===== src/hw/rtl/psg_pkg.sv =====
`timescale 1ns / 1ps

package psg_pkg;

    typedef enum logic [1:0] {
        FUNC_SELECT = 2'd0,
        FUNC_WRITE  = 2'd1,
        FUNC_READ   = 2'd2,
        FUNC_TICK   = 2'd3
    } t_func;

    // register numbers with side effects or special meaning
    localparam logic [3:0] REG_NOISE_PER = 4'd6;
    localparam logic [3:0] REG_MIXER     = 4'd7;
    localparam logic [3:0] REG_AMP_A     = 4'd8;
    localparam logic [3:0] REG_ENV_LO    = 4'd11;
    localparam logic [3:0] REG_ENV_HI    = 4'd12;
    localparam logic [3:0] REG_ENV_SHAPE = 4'd13;
    localparam logic [3:0] REG_ROW       = 4'd14;
    localparam logic [3:0] REG_KEYS      = 4'd15;

    localparam int NUM_CH   = 3;
    localparam int NUM_REGS = 16;

    // envelope shape bits
    localparam int SHAPE_HOLD = 0;
    localparam int SHAPE_ALT  = 1;
    localparam int SHAPE_ATT  = 2;
    localparam int SHAPE_CONT = 3;

    typedef struct packed {
        t_func      func;
        logic [7:0] bus_data;
        logic [7:0] key_columns;
    } t_in_word;

    typedef struct packed {
        logic [7:0] read_data;
        logic [7:0] row_drive;
        logic [3:0] level_a;
        logic [3:0] level_b;
        logic [3:0] level_c;
    } t_out_word;

    // controls from the register file side into the generators
    typedef struct packed {
        logic        step;
        logic        restart;
        logic [3:0]  restart_shape;
        logic [3:0]  shape;
        logic [11:0] tone_per_a;
        logic [11:0] tone_per_b;
        logic [11:0] tone_per_c;
        logic [4:0]  noise_per;
        logic [15:0] env_per;
    } t_gen_ctrl;

    // generator outputs after the current word's update
    typedef struct packed {
        logic [NUM_CH-1:0] tone;
        logic              noise;
        logic [3:0]        env_value;
    } t_gen_out;

endpackage


===== src/hw/rtl/psg_gen.sv =====
`timescale 1ns / 1ps

module psg_gen (
    input  logic               i_clk,
    input  logic               i_rst_n,
    input  psg_pkg::t_gen_ctrl i_ctrl,
    output psg_pkg::t_gen_out  o_next
);
    import psg_pkg::*;

    logic [11:0] r_tone_cnt [NUM_CH];
    logic [11:0] n_tone_cnt [NUM_CH];
    logic [NUM_CH-1:0] r_tone, n_tone;
    logic [4:0]  r_noise_cnt, n_noise_cnt;
    logic [16:0] r_noise_shift, n_noise_shift;
    logic        r_noise, n_noise;
    logic [15:0] r_env_cnt, n_env_cnt;
    logic [4:0]  r_env_pos, n_env_pos;
    logic [3:0]  r_env_val, n_env_val;
    logic [3:0]  r_env_mask, n_env_mask;
    logic        r_env_frozen, n_env_frozen;
    logic        r_half, n_half;

    logic [11:0] tone_per [NUM_CH];

    assign tone_per[0] = i_ctrl.tone_per_a;
    assign tone_per[1] = i_ctrl.tone_per_b;
    assign tone_per[2] = i_ctrl.tone_per_c;

    always_comb begin
        logic [12:0] t_next;
        logic [11:0] t_per;
        logic [5:0]  nz_next;
        logic [4:0]  nz_per;
        logic [16:0] ev_next;
        logic [15:0] ev_per;
        logic [4:0]  pos;
        logic [3:0]  msk;

        t_next = 13'd0;
        t_per  = 12'd0;
        for (int ch = 0; ch < NUM_CH; ch++) begin
            n_tone_cnt[ch] = r_tone_cnt[ch];
        end
        n_tone        = r_tone;
        n_noise_cnt   = r_noise_cnt;
        n_noise_shift = r_noise_shift;
        n_noise       = r_noise;
        n_env_cnt     = r_env_cnt;
        n_env_pos     = r_env_pos;
        n_env_val     = r_env_val;
        n_env_mask    = r_env_mask;
        n_env_frozen  = r_env_frozen;
        n_half        = r_half;

        nz_per  = (i_ctrl.noise_per == 5'd0) ? 5'd1 : i_ctrl.noise_per;
        ev_per  = (i_ctrl.env_per == 16'd0) ? 16'd1 : i_ctrl.env_per;
        nz_next = {1'b0, r_noise_cnt} + 6'd1;
        ev_next = {1'b0, r_env_cnt} + 17'd1;
        pos     = r_env_pos + 5'd1;
        msk     = i_ctrl.shape[SHAPE_ALT] ? ~r_env_mask : r_env_mask;

        if (i_ctrl.step) begin
            for (int ch = 0; ch < NUM_CH; ch++) begin
                t_per  = (tone_per[ch] == 12'd0) ? 12'd1 : tone_per[ch];
                t_next = {1'b0, r_tone_cnt[ch]} + 13'd1;
                if (t_next >= {1'b0, t_per}) begin
                    n_tone_cnt[ch] = 12'd0;
                    n_tone[ch]     = ~r_tone[ch];
                end else begin
                    n_tone_cnt[ch] = t_next[11:0];
                end
            end
            n_half = ~r_half;
            // noise and envelope run at half the tick rate
            if (!r_half) begin
                if (nz_next >= {1'b0, nz_per}) begin
                    n_noise_cnt   = 5'd0;
                    n_noise_shift = {r_noise_shift[0] ^ r_noise_shift[3],
                                     r_noise_shift[16:1]};
                    n_noise       = r_noise_shift[1];
                end else begin
                    n_noise_cnt = nz_next[4:0];
                end
                if (ev_next >= {1'b0, ev_per}) begin
                    n_env_cnt = 16'd0;
                    if (!r_env_frozen) begin
                        n_env_pos = pos;
                        if (!pos[4]) begin
                            n_env_val = pos[3:0] ^ r_env_mask;
                        end else if (!i_ctrl.shape[SHAPE_CONT]) begin
                            n_env_val    = 4'd0;
                            n_env_frozen = 1'b1;
                        end else begin
                            n_env_mask = msk;
                            if (i_ctrl.shape[SHAPE_HOLD]) begin
                                n_env_val    = ~msk;
                                n_env_frozen = 1'b1;
                            end else begin
                                n_env_pos = 5'd0;
                                n_env_val = msk;
                            end
                        end
                    end
                end else begin
                    n_env_cnt = ev_next[15:0];
                end
            end
        end

        if (i_ctrl.restart) begin
            n_env_mask   = i_ctrl.restart_shape[SHAPE_ATT] ? 4'h0 : 4'hf;
            n_env_pos    = 5'd0;
            n_env_frozen = 1'b0;
            n_env_cnt    = 16'd0;
            n_env_val    = i_ctrl.restart_shape[SHAPE_ATT] ? 4'h0 : 4'hf;
        end
    end

    always_ff @(posedge i_clk) begin
        if (!i_rst_n) begin
            for (int ch = 0; ch < NUM_CH; ch++) begin
                r_tone_cnt[ch] <= 12'd0;
            end
            r_tone        <= '0;
            r_noise_cnt   <= 5'd0;
            r_noise_shift <= 17'd1;
            r_noise       <= 1'b0;
            r_env_cnt     <= 16'd0;
            r_env_pos     <= 5'd0;
            r_env_val     <= 4'd0;
            r_env_mask    <= 4'd0;
            r_env_frozen  <= 1'b0;
            r_half        <= 1'b0;
        end else begin
            for (int ch = 0; ch < NUM_CH; ch++) begin
                r_tone_cnt[ch] <= n_tone_cnt[ch];
            end
            r_tone        <= n_tone;
            r_noise_cnt   <= n_noise_cnt;
            r_noise_shift <= n_noise_shift;
            r_noise       <= n_noise;
            r_env_cnt     <= n_env_cnt;
            r_env_pos     <= n_env_pos;
            r_env_val     <= n_env_val;
            r_env_mask    <= n_env_mask;
            r_env_frozen  <= n_env_frozen;
            r_half        <= n_half;
        end
    end

    assign o_next.tone      = n_tone;
    assign o_next.noise     = n_noise;
    assign o_next.env_value = n_env_val;

`ifndef SYNTH
    // LFSR must never lock up at all zeros
    a_lfsr_live: assert property (@(posedge i_clk) disable iff (!i_rst_n)
        r_noise_shift != 17'd0)
        else $error("noise LFSR reached zero");

    a_env_pos_range: assert property (@(posedge i_clk) disable iff (!i_rst_n)
        r_env_pos <= 5'd16)
        else $error("envelope position out of range");

    // a held envelope only moves on a restart
    a_env_hold: assert property (@(posedge i_clk) disable iff (!i_rst_n)
        (r_env_frozen && !i_ctrl.restart) |=> $stable(r_env_val))
        else $error("frozen envelope changed");
`endif

endmodule


===== src/hw/rtl/psg_tone_noise_envelope.sv =====
`timescale 1ns / 1ps

// Three-channel tone/noise/envelope sound generator with a sixteen-entry
// register file. Each input word is one operation: select a register, write
// it, read it (register 15 reads back the inverted key columns), or advance
// the generators by one tick. Every word gives exactly one output word with
// the read data (zero unless a read), the keyboard row drive and the three
// gated channel levels as they stand after that operation. One word is taken
// per clock while the output is not stalled; a word is first held in the
// input register and then one state update pass lands it in the result
// register. The input register also acts as the skid stage: a word is still
// accepted while a finished result is held by a stall, and input stall only
// rises when both registers are full and the output is stalled. Noise and
// envelope dividers step on every second tick; a zero period behaves as a
// period of one. Writing register 13 restarts the envelope; writing register
// 14 sets the row drive to the complement.

module psg_tone_noise_envelope (
    input  logic               i_clk,
    input  logic               i_rst_n,
    input  logic               i_in_valid,
    output logic               o_in_stall,
    input  psg_pkg::t_in_word  i_in,
    output logic               o_out_valid,
    input  logic               i_out_stall,
    output psg_pkg::t_out_word o_out
);
    import psg_pkg::*;

    // input register (doubles as skid stage)
    logic      r_in_valid;
    t_in_word  r_in;

    // result register
    logic      r_out_valid;
    t_out_word r_out, n_out;

    // architectural state
    logic [7:0] r_regs [NUM_REGS];
    logic [7:0] n_regs [NUM_REGS];
    logic [3:0] r_sel, n_sel;
    logic [7:0] r_row, n_row;

    logic      advance;
    logic      in_accept;
    logic [7:0] rd_data;
    t_gen_ctrl gen_ctrl;
    t_gen_out  gen_next;
    logic [3:0] level [NUM_CH];

    // word moves from input to result register when the result slot frees
    assign advance    = r_in_valid && (!r_out_valid || !i_out_stall);
    assign o_in_stall = r_in_valid && !advance;
    assign in_accept  = i_in_valid && !o_in_stall;

    // bus side: select, write, read
    always_comb begin
        for (int i = 0; i < NUM_REGS; i++) begin
            n_regs[i] = r_regs[i];
        end
        n_sel = r_sel;
        n_row = r_row;
        rd_data = 8'd0;

        if (advance) begin
            unique case (r_in.func)
                FUNC_SELECT: n_sel = r_in.bus_data[3:0];
                FUNC_WRITE: begin
                    n_regs[r_sel] = r_in.bus_data;
                    if (r_sel == REG_ROW) begin
                        n_row = ~r_in.bus_data;
                    end
                end
                FUNC_READ: begin
                    if (r_sel == REG_KEYS) begin
                        rd_data = ~r_in.key_columns;
                    end else begin
                        rd_data = r_regs[r_sel];
                    end
                end
                FUNC_TICK: ;
                default: ;
            endcase
        end
    end

    // period/shape come from the current file; writes and ticks are exclusive
    assign gen_ctrl.step          = advance && (r_in.func == FUNC_TICK);
    assign gen_ctrl.restart       = advance && (r_in.func == FUNC_WRITE) &&
                                    (r_sel == REG_ENV_SHAPE);
    assign gen_ctrl.restart_shape = r_in.bus_data[3:0];
    assign gen_ctrl.shape         = r_regs[REG_ENV_SHAPE][3:0];
    assign gen_ctrl.tone_per_a    = {r_regs[1][3:0], r_regs[0]};
    assign gen_ctrl.tone_per_b    = {r_regs[3][3:0], r_regs[2]};
    assign gen_ctrl.tone_per_c    = {r_regs[5][3:0], r_regs[4]};
    assign gen_ctrl.noise_per     = r_regs[REG_NOISE_PER][4:0];
    assign gen_ctrl.env_per       = {r_regs[REG_ENV_HI], r_regs[REG_ENV_LO]};

    psg_gen u_gen (
        .i_clk   (i_clk),
        .i_rst_n (i_rst_n),
        .i_ctrl  (gen_ctrl),
        .o_next  (gen_next)
    );

    // mixer: enables are active low, levels come from the updated file
    always_comb begin
        logic       tone_ok;
        logic       noise_ok;
        logic [7:0] amp;
        for (int ch = 0; ch < NUM_CH; ch++) begin
            tone_ok  = gen_next.tone[ch] || n_regs[REG_MIXER][ch];
            noise_ok = gen_next.noise || n_regs[REG_MIXER][ch + NUM_CH];
            amp      = n_regs[REG_AMP_A + 4'(ch)];
            if (tone_ok && noise_ok) begin
                level[ch] = amp[4] ? gen_next.env_value : amp[3:0];
            end else begin
                level[ch] = 4'd0;
            end
        end
    end

    assign n_out.read_data = rd_data;
    assign n_out.row_drive = n_row;
    assign n_out.level_a   = level[0];
    assign n_out.level_b   = level[1];
    assign n_out.level_c   = level[2];

    always_ff @(posedge i_clk) begin
        if (!i_rst_n) begin
            r_in_valid  <= 1'b0;
            r_out_valid <= 1'b0;
            for (int i = 0; i < NUM_REGS; i++) begin
                r_regs[i] <= 8'd0;
            end
            r_sel <= 4'd0;
            r_row <= 8'd0;
        end else begin
            if (in_accept) begin
                r_in_valid <= 1'b1;
            end else if (advance) begin
                r_in_valid <= 1'b0;
            end
            if (advance) begin
                r_out_valid <= 1'b1;
            end else if (!i_out_stall) begin
                r_out_valid <= 1'b0;
            end
            for (int i = 0; i < NUM_REGS; i++) begin
                r_regs[i] <= n_regs[i];
            end
            r_sel <= n_sel;
            r_row <= n_row;
        end
    end

    // payload registers, no reset
    always_ff @(posedge i_clk) begin
        if (in_accept) begin
            r_in <= i_in;
        end
        if (advance) begin
            r_out <= n_out;
        end
    end

    assign o_out_valid = r_out_valid;
    assign o_out       = r_out;

`ifndef SYNTH
    a_row_write: assert property (@(posedge i_clk) disable iff (!i_rst_n)
        (advance && r_in.func == FUNC_WRITE && r_sel == REG_ROW)
        |=> (o_out.row_drive == ~$past(r_in.bus_data)))
        else $error("row drive not complement of row write");

    a_key_read: assert property (@(posedge i_clk) disable iff (!i_rst_n)
        (advance && r_in.func == FUNC_READ && r_sel == REG_KEYS)
        |=> (o_out.read_data == ~$past(r_in.key_columns)))
        else $error("key column read wrong");

    a_quiet_bus: assert property (@(posedge i_clk) disable iff (!i_rst_n)
        (advance && r_in.func != FUNC_READ) |=> (o_out.read_data == 8'd0))
        else $error("read data not zero on non-read word");

    // a waiting word must not be overwritten
    a_no_overrun: assert property (@(posedge i_clk) disable iff (!i_rst_n)
        (r_in_valid && !advance) |=> (r_in_valid && $stable(r_in)))
        else $error("input register lost a word");
`endif

endmodule

===== config.mk =====
export PLATFORM = sky130hd
export DESIGN_NAME = psg_tone_noise_envelope
export DESIGN_NICKNAME = d
export VERILOG_FILES = /design/src/hw/rtl/psg_pkg.sv /design/src/hw/rtl/psg_gen.sv /design/src/hw/rtl/psg_tone_noise_envelope.sv
export SDC_FILE = /design/constraint.sdc
export NUM_CORES = 1
export LEC_CHECK = 0
export BUFFER_PORTS_ARGS = -buffer_cell sky130_fd_sc_hd__buf_2
export CORE_ASPECT_RATIO = 0.8
export CORE_MARGIN = 2
export CORE_UTILIZATION = 55
export DETAILED_ROUTE_END_ITERATION = 8
export HOLD_SLACK_MARGIN = 0.03
export MAX_ROUTING_LAYER = met4
export PLACE_DENSITY = 0.71
export SLEW_MARGIN = 20
export SYNTH_ARGS = -nofsm -noshare
export SYNTH_HDL_FRONTEND = slang
export SYNTH_HIERARCHICAL = 1
export SYNTH_SLANG_ARGS = --single-unit

===== constraint.sdc =====
create_clock -name i_clk -period 5.4 [get_ports i_clk]
set_input_delay 1.08 -clock i_clk [delete_from_list [all_inputs] [get_ports i_clk]]
set_output_delay 1.08 -clock i_clk [all_outputs]
set_load 0.01 [all_outputs]

# ---- Word-level counts from Yosys, hierarchy flattened
# Memories as Yosys holds them, arrays and structs flattened. A register that Yosys moved wholly into a read port is not among the register bits.
# Cells that the tools add are included.
dict set report word_totals {
  register_bits 117
  latch_bits 0
  mem_bits_rw 164
  mem_bits_ro 0
  input_bits 22
  output_inout_bits 30
  elab_cells 198
  memories 2
}
dict set report op_classes {
  addsub 6
  multipliers 0
  n_div 0
  order_cmp 7
  eq_ne 9
  shift 0
  n_mux 81
  bitwise 32
  reduce_logical 39
}
# name words width read_ports rd_ports_with_merged_regs write_ports line_no
set mem_list {}
lappend mem_list {r_regs 16 8 17 1 16 psg_tone_noise_envelope.sv:39} ;# logic [7:0] r_regs [NUM_REGS];
lappend mem_list {u_gen.r_tone_cnt 3 12 3 0 3 psg_gen.sv:11} ;# logic [11:0] r_tone_cnt [NUM_CH];
# operator n
set op_table {}
lappend op_table {{128-bit 2-to-1 mux} 2}
lappend op_table {{8-bit 2-to-1 mux} 21}
lappend op_table {{128-bit bitwise mux} 1}
lappend op_table {{12-bit 2-to-1 mux} 9}
lappend op_table {{4-bit 2-to-1 mux} 22}
lappend op_table {{12-bit by 1-bit adder with 13-bit output (second input constant)} 3}
lappend op_table {{13-bit by 12-bit greater-or-equal comparator with 1-bit output} 3}
lappend op_table {{12-bit zero test} 3}
lappend op_table {{36-bit 2-to-1 mux} 1}
lappend op_table {{8-bit demux with 4-bit select} 1}
lappend op_table {{16-bit 2-to-1 mux} 2}
lappend op_table {{5-bit 2-to-1 mux} 5}
lappend op_table {{1-bit bitwise OR} 19}
lappend op_table {{16-bit by 1-bit adder with 17-bit output (second input constant)} 1}
lappend op_table {{17-bit by 16-bit greater-or-equal comparator with 1-bit output} 1}
lappend op_table {{16-bit zero test} 1}
lappend op_table {{1-bit 2-to-1 mux} 16}
lappend op_table {{8-bit NOT} 2}
lappend op_table {{4-bit == test (second input constant)} 3}
lappend op_table {{1-bit logical AND} 10}
lappend op_table {{2-bit nonzero test} 5}
lappend op_table {{4-bit NOT} 2}
lappend op_table {{1-bit logical OR} 7}
lappend op_table {{5-bit by 1-bit adder with 6-bit output (second input constant)} 1}
lappend op_table {{21 further kinds} 33}

# ---- Longest topological paths before layout
# Gate-level depths: netlist (run 1).
dict set report depth {
  ltp_word 12
  ltp_mapped 18
  mapped_depth_nobuf 17
}

# ---- Modules after synthesis
# Netlist (run 1), hierarchy kept.
# mod instances cells_each area_each_um2 seq_area_each_um2
set modules_own_cells {}
lappend modules_own_cells {psg_tone_noise_envelope 1 737 8434.3 4304.1}
lappend modules_own_cells {psg_gen 1 761 6237.2 1861.8}

# ---- Worst setup path before layout (run 1)
# No wires, ideal clock.
dict set report synth_path {
  path_type {input to register}
  from {in i_out_stall}
  to {reg r_out (netlist bit o_out[1]) (data pin)}
  arrival_ns 3.686
  slack_ns 1.459
  cell_stages 16
  n_path_buf 6
  cell_sequence {a21bo_4 -> buf_6 -> clkinv_2 -> buf_6 -> buf_4 -> and3_1 -> nand2b_1 -> clkbuf_1 -> nor2_1 -> o21ai_2 -> buf_6 -> buf_2 -> nand3_1 -> o311ai_0 -> mux2_2 -> o211a_1}
}
# item line_no
set synth_rtl {}
lappend synth_rtl {{start, declared} psg_tone_noise_envelope.sv:25} ;# input logic i_out_stall,
lappend synth_rtl {{end signal, assigned} psg_tone_noise_envelope.sv:163} ;# r_out <= n_out;
lappend synth_rtl {{end, declared} psg_tone_noise_envelope.sv:36} ;# t_out_word r_out, n_out;

==> summary.txt, run 1 <==
Avg Inst Size Synth: 9.79 um2
largest net degree at the start of global routing: 165
Worst Reg2Reg Path Length in Cells: 15
Startpoint Class: flop
PwrDens: 280 nW/um2
Setup Skew: 0.0165 ns
Synth async-reset ratio: 0%
capturing point of the worst reg2reg path: o_out[2]
Starting Density: 55.9%
core area: 26300 um2
worst endpoint required time: 5.69 ns
RSZ-0062 raised after global routing: false
Worst-Margin Slew: 1.14 ns
die area: 28000 um2
vias in the first global route: 10500
Max Cap Violations: 0
FF/Latch Area: 6170 um2
YS warnings: 6
mux contribution to synthesized area: 11.6%
CTS tree: done
residual DRC count: 0
# rows: 53
number of synthesized flops with an enable pin: 46
gr usage total: 27.2%
Worst Hold Path EP: u_gen/r_env_frozen
Detail Placement HPWL: 25400 um
DRT iter0 DRCs: 1147
r2r setup slk: 1.06 ns
Die Y: 150 um
WS Path Type: flop to flop
Leak: 6.32 nW
num ports: 52
area delta synth->final: 9.98%
number of diodes: 0
Highest Clock Rate: 231 MHz
slew margin rel.: 24.2%
fin crit share: 80.3%
Synth cell types: 79
Finished Cell Area: 16100 um2
FILL cells: 2253
Initial DRT Pass Iterations: 5
crit path from: u_gen/r_env_cnt[0]
setup_tns: 0 ns
multi-input logic area: 7800 um2
Synth Area in Compound Gates: 14.3%
# H-tree levels: 1
sequential area share after synthesis: 42.0%
fin. max-slew vios: 0
clk root buf: clkbuf_16
port bufs: 51
CTS clk-pin slew, worst paths: 0.07 ns
grt total ovfl: 0
Clk Latency, worst-skew pair: 0.54 ns
fraction of layout cells with a size suffix above 1: 12.6%
hold depth: 2
via count: 11400
Critical Path AT: 4.62 ns
first-pass GRT wire length: 59100 um
status: completed
CTS Sinks: 285
post-synthesis simple-gate area fraction: 18.3%
Synth Cell Area: 14700 um2
final hold vios: 0
Synth Area in XOR/XNOR: 3.52%
placed cell area: 15100 um2
adder-cell share of the synthesized area: 5.37%
Resize count post-CTS: 0
routed wire length per instance: 19.5 um
Max IR drop VDD: 0.312 mV
Routed WL: 36700 um
Top FF cell, synth: dfxtp_1
postcts setup bufs: 0
dominant combinational cell family by area after synthesis: simple AND/OR/NAND/NOR gates
GP Congestion: 0.905
post-route ant nets: 0
fin nets: 1588
Hold WC Path Type: flop to flop
Worst Path Max Fanout: 20
Mapped Cells: 1498
Critical Path Sink Type: flop
setup violators final: 0
Num CTS Buffers: 28
die width: 187 um
number of synthesized register bits: 285
syn_nets: 1583
CTS max path bufs: 3
vias per cell: 6.07
Post-CTS Hold Buffers: 0
initial antenna violation count: 0
worst r2r src: u_gen/r_env_cnt[0]
Period minus WS final: 4.34 ns
min-delay src: u_gen/r_env_frozen
stage by stage:
step                      hold WS, ns  utilization (%)  std cells  setup WS (ns)  power [mW]
after floorplan                 0.426                -       1498           1.46        2.36
after global placement          0.438             57.5       1830           1.26        2.42
after detailed placement        0.444             57.5       1830           1.14        2.42
after CTS                       0.453             61.4       1881           1.10        4.56
after global routing            0.470             61.4       1881          0.682        4.66
final                           0.455             61.4       1881           1.06        4.52
cells in the mapped netlist (13+ instances only):
master	number	area share, %
nand2_1	75	1.9
and3_1	20	0.85
a21oi_1	58	2.0
nand2b_1	28	1.2
nand4_1	19	0.81
nor3_1	16	0.55
ha_1	63	5.4
a22o_1	21	1.3
o21ai_0	102	3.5
mux4_2	24	3.7
inv_1	75	1.9
a21o_1	17	0.87
o211a_1	13	0.89
xor2_1	26	1.6
clkbuf_1	60	1.5
nand3_1	134	4.6
nor2b_1	73	3.1
mux2i_1	102	7.0
edfxtp_1	46	9.4
xnor2_1	33	2.0
nor2_1	33	0.84
dfxtp_1	239	33
mux2_2	13	1.0
cells in the final DEF (no fill, tap or decap), types with 13 or more instances in the layout:
cell type / count
edfxtp_1: 46
buf_4: 17
mux2_2: 13
and3_1: 20
nor2_1: 32
a21o_1: 17
nor3_1: 16
inv_1: 75
a21oi_1: 58
xor2_1: 26
mux4_2: 24
nand3_1: 134
xnor2_1: 33
o211a_1: 13
buf_2: 50
nor2b_1: 72
clkbuf_16: 31
a22o_1: 21
mux2i_1: 102
o21ai_0: 102
ha_1: 63
dfxtp_1: 238
nand4_1: 19
nand2b_1: 28
nand2_1: 75
worst max-delay path by stage:
stage / endpoint / slack (ns)
finish: o_out[2] / 1.06
global placement: o_out[6] / 1.26
CTS: o_out[2] / 1.10
global route: o_out[1] / 0.68
floorplan: o_out[1] / 1.46
detailed placement: o_out[2] / 1.14
per-layer routing:
layer	wire length (um)	share of wire, %	GRT usage [%]	vias to the layer above
met5	0	0	-	-
met4	877	2.4	6.55	0
met3	2980	8.1	4.13	49
met1	17500	48	40.2	5500
met2	15400	42	38.7	367
li1	-	-	-	5505
critical path, cell delays in order (launching register included):
cell	delay, ns
dfxtp_1	0.40
ha_1	0.25
nand3_1	0.16
nor2_2	0.30
and3_1	0.26
xor2_1	0.18
ha_1	0.27
and4_4	0.20
a221oi_2	0.29
a31oi_4	0.18
o21ai_2	0.63
mux2i_1	0.27
o21ai_0	0.17
mux2i_1	0.31
nand2_1	0.09
o211a_1	0.13
power breakdown:
group	switching [mW]	internal (mW)
registers	0.0336	2.18
logic	0.108	0.0581
clock network	0.838	1.31
total	0.980	3.55
layout make-up:
class | instances | area share, %
flip-flops and latches | 285 | 38.2
inverters | 77 | 1.80
clock buffers | 40 | 5.39
well taps | 357 | 2.77
multi-input cells | 1043 | 48.4
clock inverters | 11 | 0.993
repair buffers | 68 | 2.47
logic make-up after synthesis:
family | count (synthesis)
xor gates and xnor gates | 59
adders and majority gates | 63
buffers and inverters | 170
and+or+nand+nor | 473
DFF | 285
AOI/OAI and AO/OA | 309
muxes | 139
No activity file was read; power rests on OpenSTA's default activity.
==> run 2: changes to the inputs <==
clock period = 4.55 ns   (was 5.4 ns; I/O delays follow)
==> run 2 against run 1 <==
Against the previous run: cell area about the same; clock-buffer cell count decreased by 1; first-iteration DRC count decreased by 4.6%; maximum frequency increased by 5.3%; clock skew increased by 0.0058 ns; sequential power increased by 19%; largest cell class unchanged; critical endpoint is now o_out[11]; critical path depth increased by 1; routed wire length increased by 2.6%; die area unchanged; sequential share of layout area about the same; critical path type unchanged; setup slack got worse by 0.63 ns; non-clock buffer count increased by 5.
==> summary.txt, run 2 (synthesis gave the netlist of run 1 again) <==
Routed WL: 37600 um (+2.6%)
Highest Clock Rate: 243 MHz (+5.3%)
r2r setup slk: 0.43 ns (-0.63 ns)
status: completed
most used cell, CP: nand3_1
Post-CTS Hold Buffers: 0 (unchanged)
Resize count post-CTS: 0 (unchanged)
Initial DRT Pass Iterations: 5 (unchanged)
residual DRC count: 0 (unchanged)
# rows: 53 (unchanged)
WS Path Type: flop to flop
die width: 187 um (unchanged)
gr usage total: 27.5% (+0.38 points)
fin crit share: 90.5% (+10 points)
clk root buf: clkbuf_16
CTS clk-pin slew, worst paths: 0.06 ns (about the same)
vias in the first global route: 10800 (+2.3%)
Clk Latency, worst-skew pair: 0.58 ns (+0.04 ns)
Detail Placement HPWL: 26100 um (+2.8%)
Setup Skew: 0.0223 ns (+0.00579 ns)
Finished Cell Area: 16100 um2 (about the same)
Critical Path Sink Type: flop
Worst-Margin Slew: 1.16 ns (+0.0260 ns)
commonest non-fill, non-tap cells in the layout: 237 x dfxtp_1, 134 x nand3_1, 102 x mux2i_1, 102 x o21ai_0
setup_tns: 0 ns (unchanged)
CTS max path bufs: 3 (unchanged)
worst-path cell chain: ha_1 > nand3_1 > nor2_2 > and3_1 > xor2_1 > ha_1 > nand3_1 > nand2_1 > a221oi_2 > a31oi_4 > o21ai_2 > or3_1 > nand3_1 > mux2i_1 > nand2_1 > o211a_1
fin nets: 1594 (+0.38%)
RSZ-0062 raised after global routing: false
commonest non-fill, non-tap cell in the layout: dfxtp_1
final hold vios: 0 (unchanged)
# H-tree levels: 1 (unchanged)
CP max stage cell: o21ai_2
placed cell area: 15100 um2 (+0.25%)
area delta synth->final: 10.0% (about the same)
Die Y: 150 um (unchanged)
routed wire length per instance: 19.9 um (+2.2%)
DRT iter0 DRCs: 1094 (-4.6%)
fraction of layout cells with a size suffix above 1: 13.0% (+0.39 points)
Period minus WS final: 4.12 ns (-0.218 ns)
vias per cell: 6.12 (+0.87%)
Critical Path AT: 4.45 ns (-0.17 ns)
post-route ant nets: 0 (unchanged)
via count: 11600 (+1.3%)
worst stage delay on the critical path: 0.44 ns (-0.19 ns)
fin. max-slew vios: 0 (unchanged)
number of diodes: 0 (unchanged)
grt total ovfl: 0 (unchanged)
Worst Path Max Fanout: 12 (-40%)
die area: 28000 um2 (unchanged)
initial antenna violation count: 0 (unchanged)
setup violators final: 0 (unchanged)
num ports: 52 (unchanged)
postcts setup bufs: 0 (unchanged)
first-pass GRT wire length: 59900 um (+1.3%)
slew margin rel.: 22.5% (-1.7 points)
port bufs: 51 (unchanged)
CTS Sinks: 285 (unchanged)
largest net degree at the start of global routing: 165 (unchanged)
PwrDens: 329 nW/um2 (+17%)
PnR Total Power: 5.31 mW (+17%)
worst endpoint required time: 4.88 ns (-0.81 ns)
Hold WC Path Type: flop to flop
GP Congestion: 0.903 (-0.27%)
CTS tree: done
Starting Density: 55.9% (unchanged)
Max IR drop VDD: 0.297 mV (-4.7%)
Num CTS Buffers: 29 (+3.6%)
Max Cap Violations: 0 (unchanged)
core area: 26300 um2 (unchanged)
Startpoint Class: flop
Leak: 6.31 nW (about the same)
## run 2: cell types whose count changed in the layout (fill, tap and decap cells not counted), sizes merged
cell,change
buf,+5
bufinv,-1
clkbuf,-1
clkinv,+4
inv,+1
## run 2: report_power, final
part / total (mW) / leakage (nW) / switching [mW] / internal, mW
registers: 2.63 / 2.38 / 0.0435 / 2.58
clock network: 2.48 / 0.488 / 1.05 / 1.44
logic: 0.198 / 3.45 / 0.128 / 0.0704
## run 2: final cells by class
type / count / area [um2]
clock buffer: 39 / 815
clock inverter: 15 / 173
fill: 2174 / 10100
inverter: 77 / 290
multi-input combinational: 1043 / 7820
sequential: 285 / 6170
tap: 357 / 447
timing repair buffer: 73 / 435
## run 2: metrics by stage
step / util (%) / hold WS (ns) / setup slack (ns) / cells
2_1_floorplan: - / 0.426 / 0.749 / 1498
3_3_place_gp: 57.6 / 0.433 / 0.576 / 1835
3_5_place_dp: 57.6 / 0.442 / 0.308 / 1835
4_1_cts: 61.4 / 0.450 / 0.284 / 1889
5_1_grt: 61.5 / 0.467 / 0.0741 / 1889
6_report: 61.5 / 0.450 / 0.432 / 1889
## run 2: metal layers
layer	vias to the layer above	global-route usage (%)	share of wire, %
met5	-	-	0
met4	0	7.50	2.6
met3	61	4.43	8.2
met2	436	39.5	42
met1	5571	40.1	47
li1	5501	-	-
## run 2: path summary, 6_finish.rpt
path,start,end,cells after the start
setup reg to reg,u_gen/r_env_cnt[0],o_out[11],16
hold / removal,u_gen/r_env_frozen,u_gen/r_env_frozen,2
hold reg to reg,u_gen/r_env_frozen,u_gen/r_env_frozen,2
setup / recovery,u_gen/r_env_cnt[0],o_out[11],16
## run 2: critical path, delay by kind of cell (launching register included)
kind	cells	cell delay, ns
AND/OR/NAND/NOR	8	1.34
AO/OA/AOI/OAI	4	1.09
XOR/XNOR	1	0.17
multiplexers	1	0.33
flip-flops	1	0.39
adder cells (fa/ha/maj)	2	0.52
